File: src/rtl/three_level_priority_queue_defines.svh
// ----------------------------------------------------------------------------
// three_level_priority_queue_defines
// assertion macros used by the priority queue top level
// ----------------------------------------------------------------------------
`ifndef THREE_LEVEL_PRIORITY_QUEUE_DEFINES_SVH
`define THREE_LEVEL_PRIORITY_QUEUE_DEFINES_SVH

// same-cycle implication, disabled in reset
`define TLPQ_ASSERT_IMP(name, ck, rn, ante, cons) \
    name: assert property (@(posedge ck) disable iff (!rn) (ante) |-> (cons)) \
        else $error("tlpq same-cycle check failed");

// next-cycle implication, disabled in reset
`define TLPQ_ASSERT_NXT(name, ck, rn, ante, cons) \
    name: assert property (@(posedge ck) disable iff (!rn) (ante) |=> (cons)) \
        else $error("tlpq next-cycle check failed");

`endif

File: src/rtl/tlpq_pkg.sv
// ----------------------------------------------------------------------------
// tlpq_pkg
// sizes, codes and control types of the three level priority queue
// ----------------------------------------------------------------------------
`default_nettype none

package tlpq_pkg;

    // entry store geometry
    localparam int DEPTH         = 64;
    localparam int IDX_W         = $clog2(DEPTH);
    localparam int CNT_W         = $clog2(DEPTH + 1);
    localparam int PAYLOAD_WIDTH = 32;

    // fixed field widths of the channels
    localparam int REQ_W   = 2;
    localparam int PRIO_W  = 2;
    localparam int DATA_W  = 32;
    localparam int STAT_W  = 2;
    localparam int HELD_W  = 7;

    // levels
    localparam int NUM_LEVELS = 3;
    localparam int LVL_W      = 2;
    localparam logic [LVL_W-1:0] LVL_LOW     = 2'd0;
    localparam logic [LVL_W-1:0] LVL_NORMAL  = 2'd1;
    localparam logic [LVL_W-1:0] LVL_HIGH    = 2'd2;
    localparam logic [LVL_W-1:0] LVL_INVALID = 2'd3;

    typedef enum logic [REQ_W-1:0] {
        REQ_PUT   = 2'd0,
        REQ_GET   = 2'd1,
        REQ_ACCEL = 2'd2
    } req_code_t;

    typedef enum logic [STAT_W-1:0] {
        ST_OK      = 2'd0,
        ST_FULL    = 2'd1,
        ST_EMPTY   = 2'd2,
        ST_INVALID = 2'd3
    } status_t;

    typedef enum logic [1:0] {
        OP_NONE  = 2'd0,
        OP_PUT   = 2'd1,
        OP_GET   = 2'd2,
        OP_ACCEL = 2'd3
    } op_t;

    typedef enum logic {
        S_IDLE = 1'b0,
        S_EXEC = 1'b1
    } ctl_state_t;

    // controller to datapath
    typedef struct packed {
        logic accept;
        logic commit;
    } ctl_cmd_t;

    // datapath to controller
    typedef struct packed {
        logic out_free;
    } dp_status_t;

    // successor of an entry in the free chain after reset
    function automatic logic [IDX_W-1:0] chain_next(input logic [IDX_W-1:0] i);
        if (i == IDX_W'(DEPTH - 1))
            return '0;
        else
            return IDX_W'(i + IDX_W'(1));
    endfunction

endpackage

`default_nettype wire

File: src/rtl/tlpq_req_if.sv
// ----------------------------------------------------------------------------
// tlpq_req_if
// request channel: put, get or accelerate
// ----------------------------------------------------------------------------
`default_nettype none

interface tlpq_req_if;
    logic        valid;
    logic        ready;
    logic [1:0]  req_type;
    logic [1:0]  priority_req;
    logic [31:0] payload;

    modport source (output valid, req_type, priority_req, payload, input ready);
    modport sink   (input valid, req_type, priority_req, payload, output ready);
endinterface

`default_nettype wire

File: src/rtl/tlpq_rsp_if.sv
// ----------------------------------------------------------------------------
// tlpq_rsp_if
// response channel: popped data, status and fill level
// ----------------------------------------------------------------------------
`default_nettype none

interface tlpq_rsp_if;
    logic        valid;
    logic        ready;
    logic [31:0] out_payload;
    logic [1:0]  status;
    logic [6:0]  entries_held;

    modport source (output valid, out_payload, status, entries_held, input ready);
    modport sink   (input valid, out_payload, status, entries_held, output ready);
endinterface

`default_nettype wire

File: src/rtl/tlpq_ctrl.sv
// ----------------------------------------------------------------------------
// tlpq_ctrl
// two-state sequencer: take an item, then commit it once the result slot frees
// ----------------------------------------------------------------------------
`default_nettype none

module tlpq_ctrl (
    input  wire logic                 clk,
    input  wire logic                 rst_n,
    input  wire logic                 in_valid,
    input  wire tlpq_pkg::dp_status_t sts,
    output logic                      in_ready,
    output tlpq_pkg::ctl_cmd_t        cmd
);
    import tlpq_pkg::*;

    ctl_state_t state_reg;
    ctl_state_t state_next;

    // state register
    always_ff @(posedge clk or negedge rst_n)
    begin
        if (!rst_n)
            state_reg <= S_IDLE;
        else
            state_reg <= state_next;
    end

    // next state
    always_comb
    begin
        state_next = state_reg;
        unique case (state_reg)
            S_IDLE:
            begin
                if (in_valid)
                    state_next = S_EXEC;
            end
            S_EXEC:
            begin
                if (sts.out_free)
                    state_next = S_IDLE;
            end
            default: state_next = S_IDLE;
        endcase
    end

    // outputs
    always_comb
    begin
        in_ready   = 1'b0;
        cmd.accept = 1'b0;
        cmd.commit = 1'b0;
        unique case (state_reg)
            S_IDLE:
            begin
                in_ready   = 1'b1;
                cmd.accept = in_valid;
            end
            S_EXEC:
            begin
                cmd.commit = sts.out_free;
            end
            default: ;
        endcase
    end

endmodule

`default_nettype wire

File: src/rtl/tlpq_datapath.sv
// ----------------------------------------------------------------------------
// tlpq_datapath
// level lists, free list, link and payload memories, result register
// ----------------------------------------------------------------------------
`default_nettype none

module tlpq_datapath (
    input  wire logic                 clk,
    input  wire logic                 rst_n,
    input  wire tlpq_pkg::ctl_cmd_t   cmd,
    output tlpq_pkg::dp_status_t      sts,
    input  wire logic [1:0]           req_type,
    input  wire logic [1:0]           priority_req,
    input  wire logic [31:0]          payload,
    output logic                      out_valid,
    input  wire logic                 out_ready,
    output logic [31:0]               out_payload,
    output logic [1:0]                status,
    output logic [6:0]                entries_held
);
    import tlpq_pkg::*;

    // memories
    logic [PAYLOAD_WIDTH-1:0] pl_mem [DEPTH];
    logic [IDX_W-1:0]         nx_mem [DEPTH];

    // link entries written since reset; others read as the reset chain
    logic [DEPTH-1:0]         nx_written_reg;

    logic [PAYLOAD_WIDTH-1:0] pl_rd_reg;
    logic [IDX_W-1:0]         nx_rd_reg;
    logic                     nx_rd_vld_reg;

    // list state
    logic [IDX_W-1:0] head_reg  [NUM_LEVELS];
    logic [IDX_W-1:0] head_next [NUM_LEVELS];
    logic [IDX_W-1:0] tail_reg  [NUM_LEVELS];
    logic [IDX_W-1:0] tail_next [NUM_LEVELS];
    logic [CNT_W-1:0] cnt_reg   [NUM_LEVELS];
    logic [CNT_W-1:0] cnt_next  [NUM_LEVELS];
    logic [IDX_W-1:0] free_head_reg;
    logic [IDX_W-1:0] free_head_next;
    logic [CNT_W-1:0] free_cnt_reg;
    logic [CNT_W-1:0] free_cnt_next;

    // latched request
    op_t              op_reg;
    logic [LVL_W-1:0] lvl_reg;
    status_t          stat_reg;
    logic [IDX_W-1:0] idx_reg;

    // result register
    logic                     out_valid_reg;
    logic                     out_valid_next;
    logic [DATA_W-1:0]        out_payload_reg;
    logic [STAT_W-1:0]        out_status_reg;
    logic [HELD_W-1:0]        out_held_reg;

    // decode of the incoming item
    op_t              dec_op;
    logic [LVL_W-1:0] dec_lvl;
    status_t          dec_stat;
    logic [IDX_W-1:0] dec_idx;

    // memory port controls
    logic                     pl_we;
    logic                     pl_re;
    logic                     nx_we;
    logic                     nx_re;
    logic [IDX_W-1:0]         nx_waddr;
    logic [IDX_W-1:0]         nx_wdata;
    logic [IDX_W-1:0]         nx_eff;

    assign sts.out_free = !out_valid_reg || out_ready;

    // classify the request against the current list state
    always_comb
    begin
        dec_op   = OP_NONE;
        dec_lvl  = LVL_LOW;
        dec_stat = ST_OK;
        dec_idx  = free_head_reg;
        unique case (req_type)
            REQ_PUT:
            begin
                if (priority_req == LVL_INVALID)
                    dec_stat = ST_INVALID;
                else if (free_cnt_reg == '0)
                    dec_stat = ST_FULL;
                else
                begin
                    dec_op  = OP_PUT;
                    dec_lvl = priority_req;
                end
            end
            REQ_GET:
            begin
                dec_op = OP_GET;
                priority if (cnt_reg[LVL_HIGH] != '0)
                    dec_lvl = LVL_HIGH;
                else if (cnt_reg[LVL_NORMAL] != '0)
                    dec_lvl = LVL_NORMAL;
                else if (cnt_reg[LVL_LOW] != '0)
                    dec_lvl = LVL_LOW;
                else
                begin
                    dec_op   = OP_NONE;
                    dec_stat = ST_EMPTY;
                end
                dec_idx = head_reg[dec_lvl];
            end
            REQ_ACCEL:
            begin
                if (cnt_reg[LVL_LOW] != '0)
                    dec_op = OP_ACCEL;
            end
            default: ;
        endcase
    end

    // memory ports: payload write, link-in and reads on accept, link rewrite on commit
    always_comb
    begin
        pl_we    = 1'b0;
        pl_re    = 1'b0;
        nx_we    = 1'b0;
        nx_re    = 1'b0;
        nx_waddr = tail_reg[LVL_HIGH];
        nx_wdata = '0;
        if (cmd.accept)
        begin
            unique case (dec_op)
                OP_PUT:
                begin
                    pl_we    = 1'b1;
                    nx_re    = 1'b1;
                    nx_we    = (cnt_reg[dec_lvl] != '0);
                    nx_waddr = tail_reg[dec_lvl];
                    nx_wdata = free_head_reg;
                end
                OP_GET:
                begin
                    pl_re = 1'b1;
                    nx_re = 1'b1;
                end
                OP_ACCEL:
                begin
                    nx_we    = (cnt_reg[LVL_HIGH] != '0);
                    nx_waddr = tail_reg[LVL_HIGH];
                    nx_wdata = head_reg[LVL_LOW];
                end
                default: ;
            endcase
        end
        else if (cmd.commit)
        begin
            unique case (op_reg)
                OP_PUT:
                begin
                    nx_we    = 1'b1;
                    nx_waddr = idx_reg;
                    nx_wdata = '0;
                end
                OP_GET:
                begin
                    nx_we    = 1'b1;
                    nx_waddr = idx_reg;
                    nx_wdata = free_head_reg;
                end
                default: ;
            endcase
        end
    end

    // payload memory
    always_ff @(posedge clk)
    begin
        if (pl_we)
            pl_mem[dec_idx] <= PAYLOAD_WIDTH'(payload);
        if (pl_re)
            pl_rd_reg <= pl_mem[dec_idx];
    end

    // link memory
    always_ff @(posedge clk)
    begin
        if (nx_we)
            nx_mem[nx_waddr] <= nx_wdata;
        if (nx_re)
            nx_rd_reg <= nx_mem[dec_idx];
    end

    // written marks of the link memory
    always_ff @(posedge clk or negedge rst_n)
    begin
        if (!rst_n)
        begin
            nx_written_reg <= '0;
            nx_rd_vld_reg  <= 1'b0;
        end
        else
        begin
            if (nx_we)
                nx_written_reg[nx_waddr] <= 1'b1;
            if (nx_re)
                nx_rd_vld_reg <= nx_written_reg[dec_idx];
        end
    end

    // successor of the latched entry
    assign nx_eff = nx_rd_vld_reg ? nx_rd_reg : chain_next(idx_reg);

    // latch the decoded request
    always_ff @(posedge clk or negedge rst_n)
    begin
        if (!rst_n)
        begin
            op_reg   <= OP_NONE;
            lvl_reg  <= LVL_LOW;
            stat_reg <= ST_OK;
            idx_reg  <= '0;
        end
        else if (cmd.accept)
        begin
            op_reg   <= dec_op;
            lvl_reg  <= dec_lvl;
            stat_reg <= dec_stat;
            idx_reg  <= dec_idx;
        end
    end

    // list updates on commit
    always_comb
    begin
        head_next      = head_reg;
        tail_next      = tail_reg;
        cnt_next       = cnt_reg;
        free_head_next = free_head_reg;
        free_cnt_next  = free_cnt_reg;
        if (cmd.commit)
        begin
            unique case (op_reg)
                OP_PUT:
                begin
                    free_head_next = nx_eff;
                    free_cnt_next  = CNT_W'(free_cnt_reg - CNT_W'(1));
                    if (cnt_reg[lvl_reg] == '0)
                        head_next[lvl_reg] = idx_reg;
                    tail_next[lvl_reg] = idx_reg;
                    cnt_next[lvl_reg]  = CNT_W'(cnt_reg[lvl_reg] + CNT_W'(1));
                end
                OP_GET:
                begin
                    free_head_next = idx_reg;
                    free_cnt_next  = CNT_W'(free_cnt_reg + CNT_W'(1));
                    cnt_next[lvl_reg] = CNT_W'(cnt_reg[lvl_reg] - CNT_W'(1));
                    if (cnt_reg[lvl_reg] == CNT_W'(1))
                    begin
                        head_next[lvl_reg] = '0;
                        tail_next[lvl_reg] = '0;
                    end
                    else
                        head_next[lvl_reg] = nx_eff;
                end
                OP_ACCEL:
                begin
                    if (cnt_reg[LVL_HIGH] == '0)
                        head_next[LVL_HIGH] = head_reg[LVL_LOW];
                    tail_next[LVL_HIGH] = tail_reg[LVL_LOW];
                    cnt_next[LVL_HIGH]  = CNT_W'(cnt_reg[LVL_HIGH] + cnt_reg[LVL_LOW]);
                    head_next[LVL_LOW]  = '0;
                    tail_next[LVL_LOW]  = '0;
                    cnt_next[LVL_LOW]   = '0;
                end
                default: ;
            endcase
        end
    end

    // list state registers
    always_ff @(posedge clk or negedge rst_n)
    begin
        if (!rst_n)
        begin
            for (int i = 0; i < NUM_LEVELS; i++)
            begin
                head_reg[i] <= '0;
                tail_reg[i] <= '0;
                cnt_reg[i]  <= '0;
            end
            free_head_reg <= '0;
            free_cnt_reg  <= CNT_W'(DEPTH);
        end
        else
        begin
            head_reg      <= head_next;
            tail_reg      <= tail_next;
            cnt_reg       <= cnt_next;
            free_head_reg <= free_head_next;
            free_cnt_reg  <= free_cnt_next;
        end
    end

    // result valid
    always_comb
    begin
        priority if (cmd.commit)
            out_valid_next = 1'b1;
        else if (out_ready)
            out_valid_next = 1'b0;
        else
            out_valid_next = out_valid_reg;
    end

    always_ff @(posedge clk or negedge rst_n)
    begin
        if (!rst_n)
            out_valid_reg <= 1'b0;
        else
            out_valid_reg <= out_valid_next;
    end

    // result payload
    always_ff @(posedge clk)
    begin
        if (cmd.commit)
        begin
            out_payload_reg <= (op_reg == OP_GET) ? DATA_W'(pl_rd_reg) : '0;
            out_status_reg  <= stat_reg;
            out_held_reg    <= HELD_W'(CNT_W'(DEPTH) - free_cnt_next);
        end
    end

    assign out_valid    = out_valid_reg;
    assign out_payload  = out_payload_reg;
    assign status       = out_status_reg;
    assign entries_held = out_held_reg;

endmodule

`default_nettype wire

File: src/rtl/three_level_priority_queue.sv
// ----------------------------------------------------------------------------
// three_level_priority_queue
// strict priority queue, three fifo levels as linked lists in a shared store
// ----------------------------------------------------------------------------
//  channel | dir | fields
//  --------+-----+------------------------------------------
//  req     | in  | req_type, priority_req, payload
//  rsp     | out | out_payload, status, entries_held
//
//  every request is taken in the idle state, where the link memory is read,
//  and committed from the exec state, where the link memory is rewritten.
//  after reset the free chain is implied by per-entry written marks that
//  reset clears at once, so no clearing pass is needed.
//  a new item is taken while a result waits; its commit stalls until rsp
//  takes the waiting result.
`default_nettype none

`include "three_level_priority_queue_defines.svh"

module three_level_priority_queue (
    input  wire logic   clk,
    input  wire logic   rst_n,
    tlpq_req_if.sink    req,
    tlpq_rsp_if.source  rsp
);
    import tlpq_pkg::*;

    ctl_cmd_t   cmd;
    dp_status_t sts;

    // sequencer
    tlpq_ctrl u_ctrl (
        .clk      (clk),
        .rst_n    (rst_n),
        .in_valid (req.valid),
        .sts      (sts),
        .in_ready (req.ready),
        .cmd      (cmd)
    );

    // lists, memories and result register
    tlpq_datapath u_dp (
        .clk          (clk),
        .rst_n        (rst_n),
        .cmd          (cmd),
        .sts          (sts),
        .req_type     (req.req_type),
        .priority_req (req.priority_req),
        .payload      (req.payload),
        .out_valid    (rsp.valid),
        .out_ready    (rsp.ready),
        .out_payload  (rsp.out_payload),
        .status       (rsp.status),
        .entries_held (rsp.entries_held)
    );

    // checks
    `TLPQ_ASSERT_NXT(a_one_item_at_work, clk, rst_n, req.valid && req.ready, !req.ready)
    `TLPQ_ASSERT_IMP(a_result_from_commit, clk, rst_n, $rose(rsp.valid), $past(cmd.commit))
    `TLPQ_ASSERT_IMP(a_held_bound, clk, rst_n, rsp.valid, rsp.entries_held <= HELD_W'(DEPTH))
    `TLPQ_ASSERT_IMP(a_fail_no_data, clk, rst_n, rsp.valid && (rsp.status != ST_OK), rsp.out_payload == '0)

endmodule

`default_nettype wire

File: src/flat_wrapper.sv
// flat-port wrapper written by rule: the top's interface ports become plain ports
module three_level_priority_queue_flat import tlpq_pkg::*;
  (clk, rst_n, req_valid, req_req_type, req_priority_req, req_payload, req_ready, rsp_valid, rsp_out_payload, rsp_status, rsp_entries_held, rsp_ready);
  tlpq_req_if req_i ();
  tlpq_rsp_if rsp_i ();
  input  wire logic clk;
  input  wire logic rst_n;
  input wire logic [$bits(req_i.valid)-1:0] req_valid;
  input wire logic [$bits(req_i.req_type)-1:0] req_req_type;
  input wire logic [$bits(req_i.priority_req)-1:0] req_priority_req;
  input wire logic [$bits(req_i.payload)-1:0] req_payload;
  output wire logic [$bits(req_i.ready)-1:0] req_ready;
  output wire logic [$bits(rsp_i.valid)-1:0] rsp_valid;
  output wire logic [$bits(rsp_i.out_payload)-1:0] rsp_out_payload;
  output wire logic [$bits(rsp_i.status)-1:0] rsp_status;
  output wire logic [$bits(rsp_i.entries_held)-1:0] rsp_entries_held;
  input wire logic [$bits(rsp_i.ready)-1:0] rsp_ready;
  assign req_i.valid = req_valid;
  assign req_i.req_type = req_req_type;
  assign req_i.priority_req = req_priority_req;
  assign req_i.payload = req_payload;
  assign req_ready = req_i.ready;
  assign rsp_valid = rsp_i.valid;
  assign rsp_out_payload = rsp_i.out_payload;
  assign rsp_status = rsp_i.status;
  assign rsp_entries_held = rsp_i.entries_held;
  assign rsp_i.ready = rsp_ready;
  three_level_priority_queue u_core (.clk(clk), .rst_n(rst_n), .req(req_i), .rsp(rsp_i));
endmodule
File: config.mk
export PLATFORM = sky130hd
export DESIGN_NAME = three_level_priority_queue_flat
export DESIGN_NICKNAME = d
export VERILOG_FILES = /design/src/rtl/tlpq_pkg.sv /design/src/rtl/tlpq_req_if.sv /design/src/rtl/tlpq_rsp_if.sv /design/src/rtl/tlpq_ctrl.sv /design/src/rtl/tlpq_datapath.sv /design/src/rtl/three_level_priority_queue.sv /design/src/flat_wrapper.sv
export VERILOG_INCLUDE_DIRS = /design/src /design/src/rtl
export SDC_FILE = /design/constraint.sdc
export NUM_CORES = 2
export LEC_CHECK = 0
export ABC_AREA = 1
export BUFFER_PORTS_ARGS = -buffer_cell sky130_fd_sc_hd__clkbuf_2
export CORE_MARGIN = 4
export CORE_UTILIZATION = 57
export CTS_CLUSTER_DIAMETER = 50
export DETAILED_ROUTE_END_ITERATION = 7
export PLACE_DENSITY = 0.76
export RECOVER_POWER = 25
export SLEW_MARGIN = 20
export SYNTH_ARGS = -nofsm -noshare
export SYNTH_HDL_FRONTEND = slang
export SYNTH_SLANG_ARGS = --single-unit
File: constraint.sdc
create_clock -name clk -period 5.2 [get_ports clk]
set_input_delay 0.52 -clock clk [delete_from_list [all_inputs] [get_ports clk]]
set_output_delay 0.52 -clock clk [all_outputs]
set_load 0.01 [all_outputs]
==> results.toml <==
[status]
status = "finished, violations left"
failing_checks = "capacitance limit, slew limit"

[logic_synthesis]
syn_inst = 10600
synthXorXnorAreaFrac_pct = 0.157
synth_async_sr_flop_share_pct = 5.60
ys_seq_elements = 2660
synthAdderAreaFrac_pct = 0.304
post_synth_instance_area_um2 = 112000
post-synth-top-area-cell = "edfxtp_1"
synth_largest_type_area_fraction_pct = 67.4
netlist-cell-type-count = 58
synth.top_cells.by_area = "edfxtp_1, nand2_1, dfrtp_1"
post_synthesis_net_count = 10700
synth_enable_flop_cells = 2511
synth-simple-area-share_pct = 20.1
most_common_flop_cell_mapped_by_yosys = "edfxtp_1"
syn_avg_cell_area_um2 = 10.5
yosysWarningCount = 0
synth_top_family_by_area = "simple AND/OR/NAND/NOR gates"
sequential_fraction_of_the_synthesis_area_pct = 70.7
yosys-mux-area-fraction_pct = 0.00894
synth_compound_gate_area_share_pct = 5.39

[clock_network]
cts-htree-levels = 5
cts_repair_resize_count = 0
cts_buffers = 296
cts.reportedPaths.clkPinSlew_ns = 0.06
cts.sink_count = 2660
clock_insertion_delay_at_the_later_pin_of_the_skew_report_ns = 0.96
post_cts.repair.setup_buffers = 0
tritoncts = "done"
ctsLongestPathBuffers = 4
cts_root_buffer = "clkbuf_16"

[drt]
dr_total_vias = 80000
total_wire_length_um = 328000
post-route-drc-count = 0
route.detailed.wl_per_inst_um = 24.0
via_per_inst = 5.87
drtIter0Drc = 10800
detail_route.first_pass.iterations = 8
final_antenna_net_count = 0

[place]
portBuffers = 82
place.detailed.hpwl_um = 189000
dp_cells = 13100
detailedPlace.worstSlack_ns = 0.729
globalplace.congestion = 0.928

[critical_path]
worst_setup_path_end_kind = "flip-flop"
worstPathCellList = "inv_1 > nand2_1 > nor2_2 > nand2_2 > nor2_8 > nand3_4 > nand2_8 > inv_8 > buf_12 > buf_12 > buf_12 > nand2_1 > nand2_1 > nand2_1 > a21oi_1 > o21ai_1 > nand2_1 > nor2_1 > nand2_1"
worst-path-max-fanout = 54
crit_path_max_incr_delay_ns = 0.86
critical_path_arrival_ns = 5.11
critical-path-top-cell-by-count = "nand2_1"
regToRegStartpoint = "u_core.u_dp.cnt_reg[1]"
start_point_of_the_critical_path = "u_core.u_dp.cnt_reg[1]"
worst_path_max_delay_cell = "o21ai_1"
req_time_crit_path_ns = 5.91
worst-setup-path-type = "reg -> reg"
startpoint_type = "flip-flop"

[cells_and_area]
fill_cells = 14000
final_cell_count_no_fill = 13600
final_core_util_pct = 64.8
fraction_of_layout_instances_using_a_drive_strength_above_1_pct = 8.41
area_growth_syn_to_layout_pct = 13.0
number_of_flip_flops_in_the_largest_register = 2048
finish.net_count = 10900

[timing]
slew_violations = 2015
slew_headroom_pct = -132
setup-violations-final = 0
period_needed_ns = 4.40
tightestPinTransition_ns = 3.47
setup-tns-final_ns = 0
min_period_over_period_pct = 84.7
finClkSkew_ns = 0.0801
layout_setup_ws_ns = 0.796
hold_viol_final = 0
clock.fmax_mhz = 227
grt_setup_unrepaired = "false"

[pwr]
comb_power_share_pct = 32.2
intPower_mw = 41.7
p_switching_mw = 24.1
total_power_mw = 65.7
vdd.ir_drop.worst_uv = 394
power_per_cell_area_nw_per_um2 = 520
share_seq_of_total_power_pct = 37.4
power.leakage_nw = 50.8
clkPwrFrac_pct = 30.4
switching_share_pct = 36.6

[grt]
grt_max_degree = 138
overflow_after_grt = 0
grt_antenna_before_repair = 9
first_global_vias = 77200
grt_first_pass_wirelength_um = 483000
all_layer_global_routing_usage_pct = 31.7

[floorplanning]
initial_core_util_pct = 57.3
core-area_um2 = 195000
fp.dieH_um = 451
number_of_top_level_pins = 83
horizontal_extent_of_the_die_um = 451
fp.dieArea_um2 = 204000
fp-row-count = 162

[run]
max-cap-violations = 31

[min_path]
min_from = "req_priority_req[1]"
min_path_type = "in -> reg"
critical path: cells and delay by family, from the launching register on:
kind | cells | cell delay, ns
flip-flops | 1 | 0.42
AO/OA/AOI/OAI | 2 | 0.92
AND/OR/NAND/NOR | 12 | 1.67
buffers and inverters | 5 | 1.00
layout make-up:
cell class,instances,area (µm²),share of cell area [%]
antenna,3,7.51,0.00593
clock buffer,376,7950,6.28
clock inverter,134,1220,0.961
inverter,322,1240,0.981
multi-input combinational,7086,29800,23.5
sequential,2660,79100,62.6
tap,2624,3280,2.60
timing repair buffer,427,3930,3.10
layout by cell type (no fill, tap or decap), types with 7 or more instances in the layout:
master	count
a21oi_1	669
or2_1	33
dfrtp_1	148
clkinv_1	59
ha_1	23
bufinv_16	19
o21a_1	44
a31oi_1	8
o211ai_1	11
clkbuf_2	80
clkinv_2	33
nand4_1	14
clkbuf_16	305
nor2_4	66
nand2_2	7
buf_12	80
clkinvlp_4	9
or2_2	13
nand2_1	5498
buf_4	228
edfxtp_1	2511
clkbuf_1	97
inv_1	293
nor2_1	185
o22ai_1	18
nand3_1	59
o221ai_1	10
xor2_1	18
o21ai_0	128
inv_2	20
o21ai_1	217
logic make-up (layout without fill, tap and decap cells):
kind of cell,after synthesis,count (layout)
and+or+nand+nor,5902,5902
DFF,2660,2660
AOI/OAI and AO/OA,1137,1137
buffers and inverters,866,1259
adders and majority gates,26,26
xor gates and xnor gates,20,20
muxes,1,1
other,0,3
cell usage after synthesis (all sizes together), types with 2 or more instances:
cell type	n
a221oi	4
xor2	18
ha	24
clkbuf	179
dfrtp	148
a211oi	2
xnor2	2
buf	365
inv	317
o2111ai	2
a22oi	5
a22o	3
clkinv	5
a31oi	9
nand2	5507
nor3	14
o22ai	23
o21bai	3
o21a	44
nand3	61
o21ai	348
or2	46
a21oi	670
nand4	15
o221ai	10
fa	2
o211ai	11
edfxtp	2511
nor2	257
power by group through the flow:
| stage | sequential (mW) | combinational, mW | clock (mW) |
|---|---|---|---|
| after floorplan | 24.9 | 13.3 | 0 |
| after global placement | 25.0 | 20.2 | 0 |
| after detailed placement | 25.0 | 20.6 | 0 |
| after CTS | 24.5 | 20.8 | 20.1 |
| after global routing | 24.6 | 23.0 | 21.0 |
| final | 24.6 | 21.1 | 20.0 |
repair_timing:
action                     4_1_cts  5_1_grt
hold buffers                     5        0
setup endpoints to repair        0        0
hold endpoints to repair       104        0
path summary, 6_finish.rpt:
check                                                       to  slack [ns]  cells after the start
worst max-delay path                  u_core.u_dp.pl_rd_reg[2]        0.80                     19
worst min-delay path                   u_core.u_dp.stat_reg[1]         0.1                      4
worst max register to register        u_core.u_dp.pl_rd_reg[2]        0.80                     19
worst min register to register  u_core.u_dp.nx_written_reg[16]        0.46                      2
max in group asynchronous        u_core.u_dp.nx_written_reg[4]        3.49                      3
min in group asynchronous               u_core.u_dp.lvl_reg[0]        0.31                      2
metal layers:
metal / vias to the layer above / GRT usage (%) / wire length [µm]
li1: 35600 / - / -
met1: 38000 / 39.9 / 114000
met2: 5324 / 50.4 / 151000
met3: 1124 / 5.80 / 35900
met4: 6 / 21.4 / 26500
met5: - / 0 / 28
per-stage QoR:
step	area, µm²	hold WS (ns)
after floorplan	112000	0.224
after global placement	117000	0.430
after detailed placement	117000	0.443
after CTS	127000	0.0485
after global routing	127000	0.104
final	127000	0.0951
(Power assumes the default switching activity.)
